**config.mk**
```make
export PLATFORM = sky130hd
export DESIGN_NAME = gwgi_queue
export DESIGN_NICKNAME = d
export VERILOG_FILES = /design/src/hdl/gwgi_pkg.sv /design/src/hdl/gwgi_queue.sv
export SDC_FILE = /design/constraint.sdc
export NUM_CORES = 1
export LEC_CHECK = 0
export ABC_AREA = 1
export BUFFER_PORTS_ARGS = -buffer_cell sky130_fd_sc_hd__buf_2
export CAP_MARGIN = 20
export CORE_AREA = 2 2 401 403
export DETAILED_ROUTE_END_ITERATION = 8
export DIE_AREA = 0 0 403 405
export PLACE_DENSITY = 0.4
export SYNTH_ARGS = -nofsm -noshare
export SYNTH_HDL_FRONTEND = slang
export SYNTH_SLANG_ARGS = --single-unit
```
**constraint.sdc**
```tcl
create_clock -name clk -period 24.4 [get_ports clk]
set_input_delay 3.66 -clock clk [delete_from_list [all_inputs] [get_ports clk]]
set_output_delay 3.66 -clock clk [all_outputs]
set_load 0.02 [all_outputs]
```
**src/hdl/gwgi_pkg.sv**
```systemverilog
// Shared types, constants and tables for the 4-D grid interpolator.
package gwgi_pkg;

  localparam int DATA_W    = 32;
  localparam int ADDR_W    = 14;
  localparam int IDX_W     = 8;   // holds any axis index up to 255
  localparam int POS_W     = 28;  // signed Q12.16 position, held to +-2^26
  localparam int MAG_W     = 27;  // |pos - i*2^16|
  localparam int D2_W      = 54;
  localparam int DSUM_W    = 56;
  localparam int DQ_W      = 21;
  localparam int E_W       = 23;
  localparam int W_W       = 16;
  localparam int PROD_W    = 49;
  localparam int NUM_W     = 53;
  localparam int DEN_W     = 20;
  localparam int REM_W     = 21;
  localparam int DIVD_W    = 56;
  localparam int DIV_STEPS = 4;
  localparam int DIV_ITERS = DIVD_W / DIV_STEPS;

  localparam logic [17:0]         KEXP      = 18'd133747;
  localparam logic [DQ_W-1:0]     DQ_MAX    = 21'h100000;
  localparam logic [48:0]         POS_LIMIT = 49'd67108864;
  localparam logic [DATA_W-1:0]   INV_RESET = 32'd65536;

  typedef enum logic {
    OP_LOAD  = 1'b0,
    OP_QUERY = 1'b1
  } opcode_t;

  typedef enum logic [2:0] {
    REG_ALPHA_MIN      = 3'd0,
    REG_P1_MIN         = 3'd1,
    REG_P2_MIN         = 3'd2,
    REG_X_MIN          = 3'd3,
    REG_ALPHA_INV_STEP = 3'd4,
    REG_P1_INV_STEP    = 3'd5,
    REG_P2_INV_STEP    = 3'd6,
    REG_X_INV_STEP     = 3'd7
  } reg_idx_t;

  typedef enum logic [2:0] {
    F_IDLE, F_DIFF, F_MULLO, F_MULHI, F_POS, F_BRACKET, F_SQUARE, F_PUSH
  } front_state_t;

  typedef enum logic [2:0] {
    B_IDLE, B_CORNER, B_DRAIN, B_DIV, B_OUT
  } back_state_t;

  typedef struct packed {
    logic [3:0][DATA_W-1:0] min;
    logic [3:0][DATA_W-1:0] inv;
  } cfg_t;

  // one classified transaction handed from front to back
  typedef struct packed {
    opcode_t                      opcode;
    logic [ADDR_W-1:0]            load_address;
    logic [DATA_W-1:0]            load_value;
    logic [3:0][IDX_W-1:0]        lo;
    logic [3:0][1:0][D2_W-1:0]    d2;
  } job_t;

  typedef struct packed {
    logic busy;
    logic dividing;
  } back_stat_t;

  // 2^(-j/8) in Q1.16
  function automatic logic [16:0] pow2_tab(input logic [3:0] j);
    logic [16:0] t;
    case (j)
      4'd0:    t = 17'd65536;
      4'd1:    t = 17'd60097;
      4'd2:    t = 17'd55109;
      4'd3:    t = 17'd50535;
      4'd4:    t = 17'd46341;
      4'd5:    t = 17'd42495;
      4'd6:    t = 17'd38968;
      4'd7:    t = 17'd35734;
      default: t = 17'd32768;
    endcase
    return t;
  endfunction

endpackage

```
**src/hdl/gwgi_queue.sv**
```systemverilog
// Two-entry queue between front and back.
module gwgi_queue (
  input  logic           clk,
  input  logic           rst,
  input  gwgi_pkg::job_t push_data,
  input  logic           push_valid,
  output logic           push_ready,
  output gwgi_pkg::job_t pop_data,
  output logic           pop_valid,
  input  logic           pop_ready
);
  import gwgi_pkg::*;

  job_t       slot [2];
  logic       wptr, rptr;
  logic [1:0] count;
  logic       push, pop;

  assign push_ready = (count != 2'd2);
  assign pop_valid  = (count != 2'd0);
  assign push       = push_valid && push_ready;
  assign pop        = pop_valid && pop_ready;
  assign pop_data   = slot[rptr];

  always_ff @(posedge clk) begin
    if (rst) begin
      wptr  <= 1'b0;
      rptr  <= 1'b0;
      count <= 2'd0;
    end else begin
      if (push) wptr <= ~wptr;
      if (pop)  rptr <= ~rptr;
      count <= count + 2'(push) - 2'(pop);
    end
  end

  always_ff @(posedge clk) begin
    if (push) slot[wptr] <= push_data;
  end

endmodule

```
==> results.json, run 1 <==
{
  "result_of_the_run": "complete, no violations",
  "final_common_cell": "buf_2",
  "tritoncts.num_buffers": 117,
  "synth_area_um2": 37300,
  "r2r_path_end": "slot[1][120]",
  "drtIter0Drc": 1054,
  "weighted_congestion_at_the_end_of_routability_driven_global_placement": 0.847,
  "dp_hpwl_mm": 78.1,
  "rows": 147,
  "critical_path_arrival_ns": 5.23,
  "finalWirelength_mm": 109,
  "min_period_over_period_pct": 36.4,
  "syn-instance-count": 1627,
  "postLayoutCellArea_um2": 48500,
  "drt_first_pass_iters": 5,
  "yosysSeqAreaShare_pct": 82.5,
  "total_of_endpoints_with_negative_setup_slack_in_the_final_report": 0,
  "worst_r2r_startpoint": "count[0]",
  "wire_length_of_the_first_global_routing_pass_mm": 150,
  "largest_net_degree_at_the_start_of_global_routing": 157,
  "final.hold.worst_slack_ns": 0.515,
  "worst-slew-pin-transition_ns": 1.10,
  "synth.mux.area_fraction_pct": 15.4,
  "number_of_global_route_vias_before_repair": 21000,
  "post_cts.repair.setup_buffers": 0,
  "route.antenna.remaining_nets": 0,
  "synth_top_cell_by_area": "edfxtp_1",
  "layout_common_cells": "buf_2 (1,027), edfxtp_1 (1,022), mux2_2 (511)",
  "syn_area_per_cell_um2": 22.9,
  "total_power_mw": 5.33,
  "final_layout_size_suffix_gt1_share_pct": 61.0,
  "post_route_drc_violation_count": 0,
  "hold_depth": 2,
  "final-max-slew-violation-count": 0,
  "number_of_vias_in_the_routed_layout": 19800,
  "finalWorstPathRequiredPeriod_ns": 8.89,
  "placement.setup.worst_slack_ns": 16.18,
  "cell_count_after_placement": 4702,
  "p_leak_nw": 17.5,
  "cts_root_buffer": "clkbuf_16",
  "reg2reg_depth": 7,
  "final-instance-count-excl-fill": 4926,
  "clkLatencyLatePin_ns": 0.73,
  "yosys_register_bits": 1027,
  "start_util_pct": 23.4,
  "power-per-cell-area_nw_per_um2": 110,
  "synth_adder_area_share_pct": 0.0671,
  "postPlaceCellArea_um2": 44700,
  "synthesis.nets": 2144,
  "fillerInstances": 15800,
  "die-area_um2": 163000,
  "peak_supply_drop_mv": 0.0659,
  "post_detailed_route_via_to_cell_ratio": 4.02,
  "yosys-top-cells-area": "edfxtp_1 (82%), mux2_2 (15%), buf_6 (1.6%), dfxtp_1 (0.27%), nor2_1 (0.091%)",
  "yosysTopAreaCellShare_pct": 82.3,
  "grt_use_total_pct": 12.6,
  "design.portCount": 1028,
  "die_h_um": 405,
  "synth_cell_types": 11,
  "worstSetupEndpointType": "output pin",
  "postCtsHoldBufs": 0,
  "synth_xor_xnor_area_share_pct": 0,
  "grt.overflow.total": 0,
  "synth_compound_area_share_pct": 0.0268,
  "timing.fmax_mhz": 113,
  "wire_per_inst_um": 22.1,
  "hold_path.class": "reg -> reg",
  "synth_top_family_by_area": "multiplexers",
  "cap_viol_max_count": 0,
  "postLayoutSetupSlackWorst_ns": 15.51,
  "cts_max_level": 3,
  "hold_sp": "rptr",
  "timing.reg2reg.setup_slack_ns": 20.13,
  "nets": 3252,
  "cts_resized": 0,
  "max-clock-path-buffers": 3,
  "post_synth_and_or_nand_nor_area_fraction_pct": 0.211,
  "die_width_um": 403,
  "critPathMaxFanout": 84,
  "ys.warnings.count": 0,
  "signed_area_change_from_the_synthesized_netlist_to_the_final_layout_pct": 29.9,
  "layout.core_utilization_pct": 30.4,
  "final-hold-violation-count": 0,
  "timing.critical_path.required_ns": 20.74,
  "numPortBuffers": 1027,
  "setup_tns_ns": 0,
  "antenna_found_initial": 49,
  "maxSlewHeadroom_pct": 26.7,
  "core-area_um2": 159000,
  "finalClockSkew_ns": 0.0366,
  "criticalPathCategory": "reg -> out",
  "crit_path_start_kind": "register",
  "tritoncts_clock_tree": "done",
  "unrepaired_setup_endpoints_after_global_routing": "no",
  "tritoncts_num_sinks": 1027,
  "cts.reportedPaths.clkPinSlew_ns": 0.06
}
## worst max-delay path by stage
stage,start,to,slack (ns)
2_1_floorplan,push_valid,slot[0][0],6.81
3_3_place_gp,register,pop_data[179],16.34
3_5_place_dp,register,pop_data[170],16.18
4_1_cts,register,pop_data[170],15.36
5_1_grt,register,pop_data[188],15.12
6_report,register,pop_data[170],15.51
## area by class of cell
| type | instances | area [um^2] | share of cell area [%] |
|---|---|---|---|
| flip-flops and latches | 1027 | 30800 | 63.5 |
| multi-input cells | 535 | 5880 | 12.1 |
| repair buffers | 1046 | 5360 | 11.1 |
| clock buffers | 154 | 3090 | 6.37 |
| well taps | 2086 | 2610 | 5.38 |
| clock inverters | 64 | 699 | 1.44 |
| inverters | 8 | 37.5 | 0.0774 |
| diodes | 6 | 15.0 | 0.0310 |
## critical path: stages (launching register included)
cell,delay (ns)
dfxtp_4,0.98
buf_4,0.87
buf_4,0.81
buf_4,0.85
mux2_2,0.44
buf_2,0.16
## logic make-up after synthesis
group           count (synthesis)
flops                        1027
buf+inv                        65
compound gates                  2
mux                           511
fa+ha+maj                       2
simple gates                   20
## per-layer routing
layer | up-vias | global-route usage (%) | routed length [um]
li1 | 8760 | - | -
met3 | 228 | 5.14 | 10100
met5 | - | 0 | 369
met1 | 9934 | 13.4 | 39500
met2 | 799 | 22.7 | 56400
met4 | 58 | 3.95 | 2630
## report_power, final
| group | switching (mW) | internal [mW] |
|---|---|---|
| logic | 0.849 | 0.468 |
| registers | 0.0680 | 2.23 |
| clock network | 0.723 | 0.991 |
| total | 1.64 | 3.69 |
## cell usage after synthesis
library cell	number
buf_2	3
nand3_1	3
a21oi_1	2
inv_1	8
nand2_1	8
buf_6	54
nor2_1	9
mux2_2	511
edfxtp_1	1022
ha_1	2
dfxtp_1	5
## state kept, by name, indices dropped and copies added, names as in the netlist, named ones only
name   cells
wptr       1
slot    1022
rptr       1
count      2
Note: power is estimated with default switching activity, not from simulation.
==> run 2: changes to the inputs <==
--- a/config.mk
+++ b/config.mk
@@ -11,7 +11,7 @@
 export CORE_AREA = 2 2 401 403
 export DETAILED_ROUTE_END_ITERATION = 8
 export DIE_AREA = 0 0 403 405
-export PLACE_DENSITY = 0.4
+export PLACE_DENSITY = 0.38
 export SYNTH_ARGS = -nofsm -noshare
 export SYNTH_HDL_FRONTEND = slang
 export SYNTH_SLANG_ARGS = --single-unit
==> constraint.sdc (replaced) <==
create_clock -name clk -period 9 [get_ports clk]
set_input_delay 1.35 -clock clk [delete_from_list [all_inputs] [get_ports clk]]
set_output_delay 1.35 -clock clk [all_outputs]
set_load 0.02 [all_outputs]
==> results.json, run 2 (same netlist as run 1, synthesis figures left out) <==
{
  "result_of_the_run": "complete, no violations",
  "unrepaired_setup_endpoints_after_global_routing": "no",
  "cts_max_level": 3,
  "setup_tns_ns": 0,
  "grt.overflow.total": 0,
  "power-per-cell-area_nw_per_um2": 298,
  "die_h_um": 405,
  "total_of_endpoints_with_negative_setup_slack_in_the_final_report": 0,
  "finalWirelength_mm": 111,
  "drt_first_pass_iters": 5,
  "max-clock-path-buffers": 3,
  "tritoncts_clock_tree": "done",
  "clkLatencyLatePin_ns": 0.72,
  "timing.critical_path.mode_cell": "buf_12",
  "largest_net_degree_at_the_start_of_global_routing": 145,
  "crit_path_start_kind": "register",
  "rows": 147,
  "dr_wl_met3_mm": 9.48,
  "hold_path.class": "reg -> reg",
  "cts.reportedPaths.clkPinSlew_ns": 0.06,
  "final-max-slew-violation-count": 0,
  "postCtsHoldBufs": 0,
  "timing.critical_path.required_ns": 7.65,
  "design.portCount": 1028,
  "die-area_um2": 163000,
  "multiInputGateArea_um2": 5900,
  "dp_hpwl_mm": 80.3,
  "cts_resized": 0,
  "grt_use_total_pct": 13.0,
  "post_detailed_route_via_to_cell_ratio": 4.02,
  "die_width_um": 403,
  "layout.core_utilization_pct": 30.5,
  "min_period_over_period_pct": 51.5,
  "post_route_drc_violation_count": 0,
  "core-area_um2": 159000,
  "peak_supply_drop_mv": 0.174,
  "top_metal_used": "met5",
  "wl_met2_mm": 56.5,
  "timing.fmax_mhz": 216,
  "signed_area_change_from_the_synthesized_netlist_to_the_final_layout_pct": 30.1,
  "start_util_pct": 23.4,
  "finalWorstPathRequiredPeriod_ns": 4.63,
  "fillerInstances": 15800,
  "wl_met1_mm": 41.6,
  "tritoncts.num_buffers": 115,
  "final-hold-violation-count": 0,
  "area.sequential_um2": 30800,
  "biggestRegsByFlops": "slot (1022), count (2)",
  "worstSetupEndpointType": "output pin",
  "numPortBuffers": 1027,
  "drtIter0Drc": 1003,
  "tritoncts_num_sinks": 1027,
  "worstPathCellList": "buf_12 > buf_12 > mux2_2 > buf_2",
  "route.antenna.remaining_nets": 0,
  "layout_common_cells": "buf_2 (1,027), edfxtp_1 (1,022), mux2_2 (511)",
  "post_cts.repair.setup_buffers": 0,
  "p_leak_nw": 17.5,
  "number_of_global_route_vias_before_repair": 21300,
  "cap_viol_max_count": 0,
  "maxSlewHeadroom_pct": 27.0,
  "criticalPathCategory": "reg -> out",
  "worst_path_max_delay_cell": "dfxtp_4",
  "weighted_congestion_at_the_end_of_routability_driven_global_placement": 0.833,
  "final_layout_size_suffix_gt1_share_pct": 61.2,
  "wire_per_inst_um": 22.6,
  "finalClockSkew_ns": 0.0596,
  "final_common_cell": "buf_2",
  "nets": 3251,
  "wire_length_of_the_first_global_routing_pass_mm": 153,
  "registers.top_by_ff_count": "slot",
  "largest_register_ffs": 1022,
  "max_stage_delay_ns": 0.73,
  "worst-slew-pin-transition_ns": 1.09,
  "final.hold.worst_slack_ns": 0.500,
  "number_of_vias_in_the_routed_layout": 19800,
  "antenna_found_initial": 64,
  "critical_path_arrival_ns": 3.28,
  "cts_root_buffer": "clkbuf_16",
  "critPathMaxFanout": 138
}
-- run 2: final cells by class --
type	instances	share of cell area, %
antenna	14	0.0722
clock buffer	138	6.19
clock inverter	70	1.57
inverter	8	0.0696
multi-input combinational	535	12.2
sequential	1027	63.4
tap	2086	5.38
timing repair buffer	1047	11.1
-- run 2: through the flow --
step	cells	cell area, um^2	power (mW)	worst slack [ns]
after floorplan	1627	37400	8.84	-0.486
after global placement	4703	44700	9.97	5.04
after detailed placement	4703	44700	10.0	4.93
after CTS	4911	48500	14.7	4.28
after global routing	4918	48500	15.1	4.18
final	4925	48500	14.5	4.37
-- run 2: per-layer routing --
layer / global-route usage, % / vias up
li1: - / 8758
met2: 22.9 / 808
met1: 14.4 / 9923
met3: 4.79 / 263
met4: 4.84 / 58
met5: 0 / -
-- run 2: worst max-delay path: cells and delay by family, from the launching register on --
family,cells,cell delay [ns]
buffers and inverters,3,1.09
flip-flops,1,0.73
multiplexers,1,0.43
-- run 2: final timing paths --
kind / start / endpoint / slack [ns] / cells past startpoint
max: register / pop_data[158] / 4.37 / 4
min: rptr / rptr / 0.50 / 2
max reg2reg: count[0] / slot[0][186] / 5.86 / 6
min reg2reg: rptr / rptr / 0.50 / 2
-- run 2: report_power, final --
part	internal, mW	switching, mW	total (mW)	leakage (nW)
clock network	2.72	1.92	4.65	1.82
logic	1.28	2.30	3.57	6.14
registers	6.06	0.192	6.25	9.58
==> run 3: changes to the inputs <==
--- a/config.mk
+++ b/config.mk
@@ -5,13 +5,13 @@
 export SDC_FILE = /design/constraint.sdc
 export NUM_CORES = 1
 export LEC_CHECK = 0
-export ABC_AREA = 1
+export ABC_AREA = 0
 export BUFFER_PORTS_ARGS = -buffer_cell sky130_fd_sc_hd__buf_2
 export CAP_MARGIN = 20
 export CORE_AREA = 2 2 401 403
 export DETAILED_ROUTE_END_ITERATION = 8
 export DIE_AREA = 0 0 403 405
-export PLACE_DENSITY = 0.38
+export PLACE_DENSITY = 0.4
 export SYNTH_ARGS = -nofsm -noshare
 export SYNTH_HDL_FRONTEND = slang
 export SYNTH_SLANG_ARGS = --single-unit
==> constraint.sdc (replaced) <==
create_clock -name clk -period 3.72 [get_ports clk]
set_input_delay 0.558 -clock clk [delete_from_list [all_inputs] [get_ports clk]]
set_output_delay 0.558 -clock clk [all_outputs]
set_load 0.02 [all_outputs]
==> results.json, run 3 <==
{
  "timing.reg2reg.setup_slack_ns": 1.48,
  "rows": 147,
  "finalWirelength_mm": 114,
  "maxSlewHeadroom_pct": 50.4,
  "die_h_um": 405,
  "p_leak_nw": 19.8,
  "worst_r2r_startpoint": "count[0]",
  "worstPathCellList": "buf_12 > buf_12 > mux2_2 > buf_2",
  "cts_resized": 0,
  "hold_path_end": "slot[1][1]",
  "biggestRegsByFlops": "slot (1022), count (2)",
  "die_width_um": 403,
  "start_util_pct": 23.4,
  "timing.critical_path.mode_cell": "buf_12",
  "postLayoutSetupSlackWorst_ns": 0.656,
  "share_seq_of_total_power_pct": 41.1,
  "nets": 3754,
  "peak_supply_drop_mv": 0.395,
  "design.portCount": 1028,
  "worstSetupEndpointType": "output pin",
  "yosys.cell_count.top_type": "edfxtp_1",
  "number_of_global_route_vias_before_repair": 23600,
  "yosys_register_bits": 1027,
  "layout_common_cells": "buf_2 (1,027), edfxtp_1 (1,022), mux2_2 (511)",
  "synth_cell_types": 17,
  "largest_net_degree_at_the_start_of_global_routing": 102,
  "final-hold-violation-count": 0,
  "number_of_vias_in_the_routed_layout": 21600,
  "cts_root_buffer": "clkbuf_16",
  "worst_path_max_delay_cell": "dfxtp_4",
  "share_clk_of_total_power_pct": 32.0,
  "criticalPathCategory": "reg -> out",
  "cp.depth": 4,
  "postPlaceCellArea_um2": 45100,
  "yosysTopAreaCellShare_pct": 82.3,
  "final_layout_size_suffix_gt1_share_pct": 53.2,
  "p_int_mw": 25.0,
  "power.share.switching_pct": 30.8,
  "critPathMaxFanout": 49,
  "result_of_the_run": "complete, no violations",
  "syn_area_per_cell_um2": 23.1,
  "grt_use_total_pct": 13.4,
  "p_sw_mw": 11.1,
  "cpLargestDelayFamily": "buffers and inverters",
  "synth_area_um2": 37300,
  "max-clock-path-buffers": 3,
  "timing.fmax_mhz": 326,
  "tritoncts_num_sinks": 1027,
  "r2r_path_end": "slot[1][107]",
  "synth-async-reset-ratio_pct": 0,
  "clkLatencyLatePin_ns": 0.72,
  "post_detailed_route_via_to_cell_ratio": 3.97,
  "synth_top_cell_by_area": "edfxtp_1",
  "syn-instance-count": 1614,
  "finalWorstPathRequiredPeriod_ns": 3.06,
  "p_comb_share_pct": 26.9,
  "critPathBufInv": 3,
  "dp_hpwl_mm": 82.3,
  "crit_path_start_kind": "register",
  "max_stage_delay_ns": 0.49,
  "die-area_um2": 163000,
  "drtIter0Drc": 1046,
  "reg2reg_depth": 4,
  "total_of_endpoints_with_negative_setup_slack_in_the_final_report": 0,
  "antenna_found_initial": 15,
  "final-max-slew-violation-count": 0,
  "drt_first_pass_iters": 5,
  "registers.top_by_ff_count": "slot",
  "hold_depth": 1,
  "placement.setup.worst_slack_ns": 1.17,
  "grt.overflow.total": 0,
  "hold_sp": "push_data[1]",
  "weighted_congestion_at_the_end_of_routability_driven_global_placement": 0.854,
  "largest_register_ffs": 1022,
  "power-per-cell-area_nw_per_um2": 672,
  "critical_path_arrival_ns": 2.51,
  "synth_edf_count": 1022,
  "yosysSeqAreaShare_pct": 82.6,
  "hold_path.class": "in -> reg",
  "postLayoutCellArea_um2": 53800,
  "postSynth.topFlopCell": "edfxtp_1",
  "cts.reportedPaths.clkPinSlew_ns": 0.06,
  "synthesis.nets": 2131,
  "tritoncts.num_buffers": 116,
  "tritoncts_clock_tree": "done",
  "postCtsHoldBufs": 481,
  "route.antenna.remaining_nets": 0,
  "finalClockSkew_ns": 0.0523,
  "post_route_drc_violation_count": 0,
  "core-area_um2": 159000,
  "unrepaired_setup_endpoints_after_global_routing": "no",
  "worst-slew-pin-transition_ns": 0.744,
  "fillerInstances": 15500,
  "wire_length_of_the_first_global_routing_pass_mm": 160,
  "cap_viol_max_count": 0,
  "numPortBuffers": 1027,
  "yosys-top-cells-area": "edfxtp_1 (82%), mux2_2 (15%), buf_6 (1.6%), dfxtp_1 (0.27%), ha_1 (0.067%)",
  "signed_area_change_from_the_synthesized_netlist_to_the_final_layout_pct": 44.3,
  "timing.critical_path.required_ns": 3.16,
  "post_cts.repair.setup_buffers": 0,
  "cts_max_level": 3,
  "ys.warnings.count": 0,
  "min_period_over_period_pct": 82.4,
  "final_common_cell": "buf_2",
  "synthTopCellsByCount": "edfxtp_1 (1,022), mux2_2 (511), buf_6 (54), dfxtp_1 (5), nor2_1 (5)",
  "wire_per_inst_um": 21.1,
  "layout.core_utilization_pct": 33.8
}
[run 3: cell count changes after synthesis, sizes merged, moves of 2 or more]
cell   change
inv        -7
nand2      -7
nand3      -3
nor2b      +2
a21oi      -2
xnor2      +2
nor2       -4
[run 3: cell families (layout without fill, tap and decap cells)]
group	count (synthesis)	count (layout)	share of synthesized area, %
AOI/OAI and AO/OA	1	1	0.0201
xor gates and xnor gates	3	3	0.0705
adders and majority gates	2	2	0.0671
buffers and inverters	58	1782	1.68
DFF	1027	1027	82.6
muxes	512	512	15.5
other	0	8	0
and+or+nand+nor	11	11	0.144
[run 3: layout make-up]
class	count	area, um^2	area share (%)
clock buffer	136	2980	5.53
tap	2086	2610	4.85
inverter	1	3.75	0.00697
clock inverter	83	931	1.73
antenna	8	20.0	0.0372
multi-input combinational	529	5910	11.0
timing repair buffer	1562	10600	19.6
sequential	1027	30800	57.2
[run 3: power by group through the flow]
stage	Combinational, mW	Clock (mW)	Sequential [mW]
floorplan	5.97	0	15.4
global placement	9.42	0	15.1
detailed placement	9.49	0	15.1
CTS	9.98	12.0	14.9
global route	10.3	12.4	15.0
finish	9.73	11.6	14.8
[run 3: stage by stage]
stage,power [mW],hold WS [ns],TNS [ns],instances
floorplan,21.4,0.481,-4232.55,1614
detailed placement,24.6,0.507,0,4724
global placement,24.5,0.500,0,4724
finish,36.2,0.0850,0,5432
global route,37.7,0.00946,0,5431
CTS,36.8,0.000439,0,5424
[run 3: per-layer routing]
metal	global-route usage, %	up-vias	wire length, um
met5	0	-	28
met4	5.00	4	4070
met3	4.27	193	8450
met2	24.2	778	59800
met1	14.4	10800	42100
li1	-	9748	-
[run 3: worst register-to-register path, delay by kind of cell (launching register included)]
family | cells | cell delay [ns]
flops | 1 | 0.35
buf+inv | 2 | 0.84
simple gates | 2 | 0.68
[run 3: worst max path at each step]
stage | end | slack [ns] | from
CTS | pop_data[87] | 0.54 | register
floorplan | slot[0][0] | -4.84 | push_valid
finish | pop_data[87] | 0.66 | register
detailed placement | slot[1][106] | 1.17 | push_valid
global route | pop_data[87] | 0.50 | register
global placement | slot[1][106] | 1.19 | push_valid
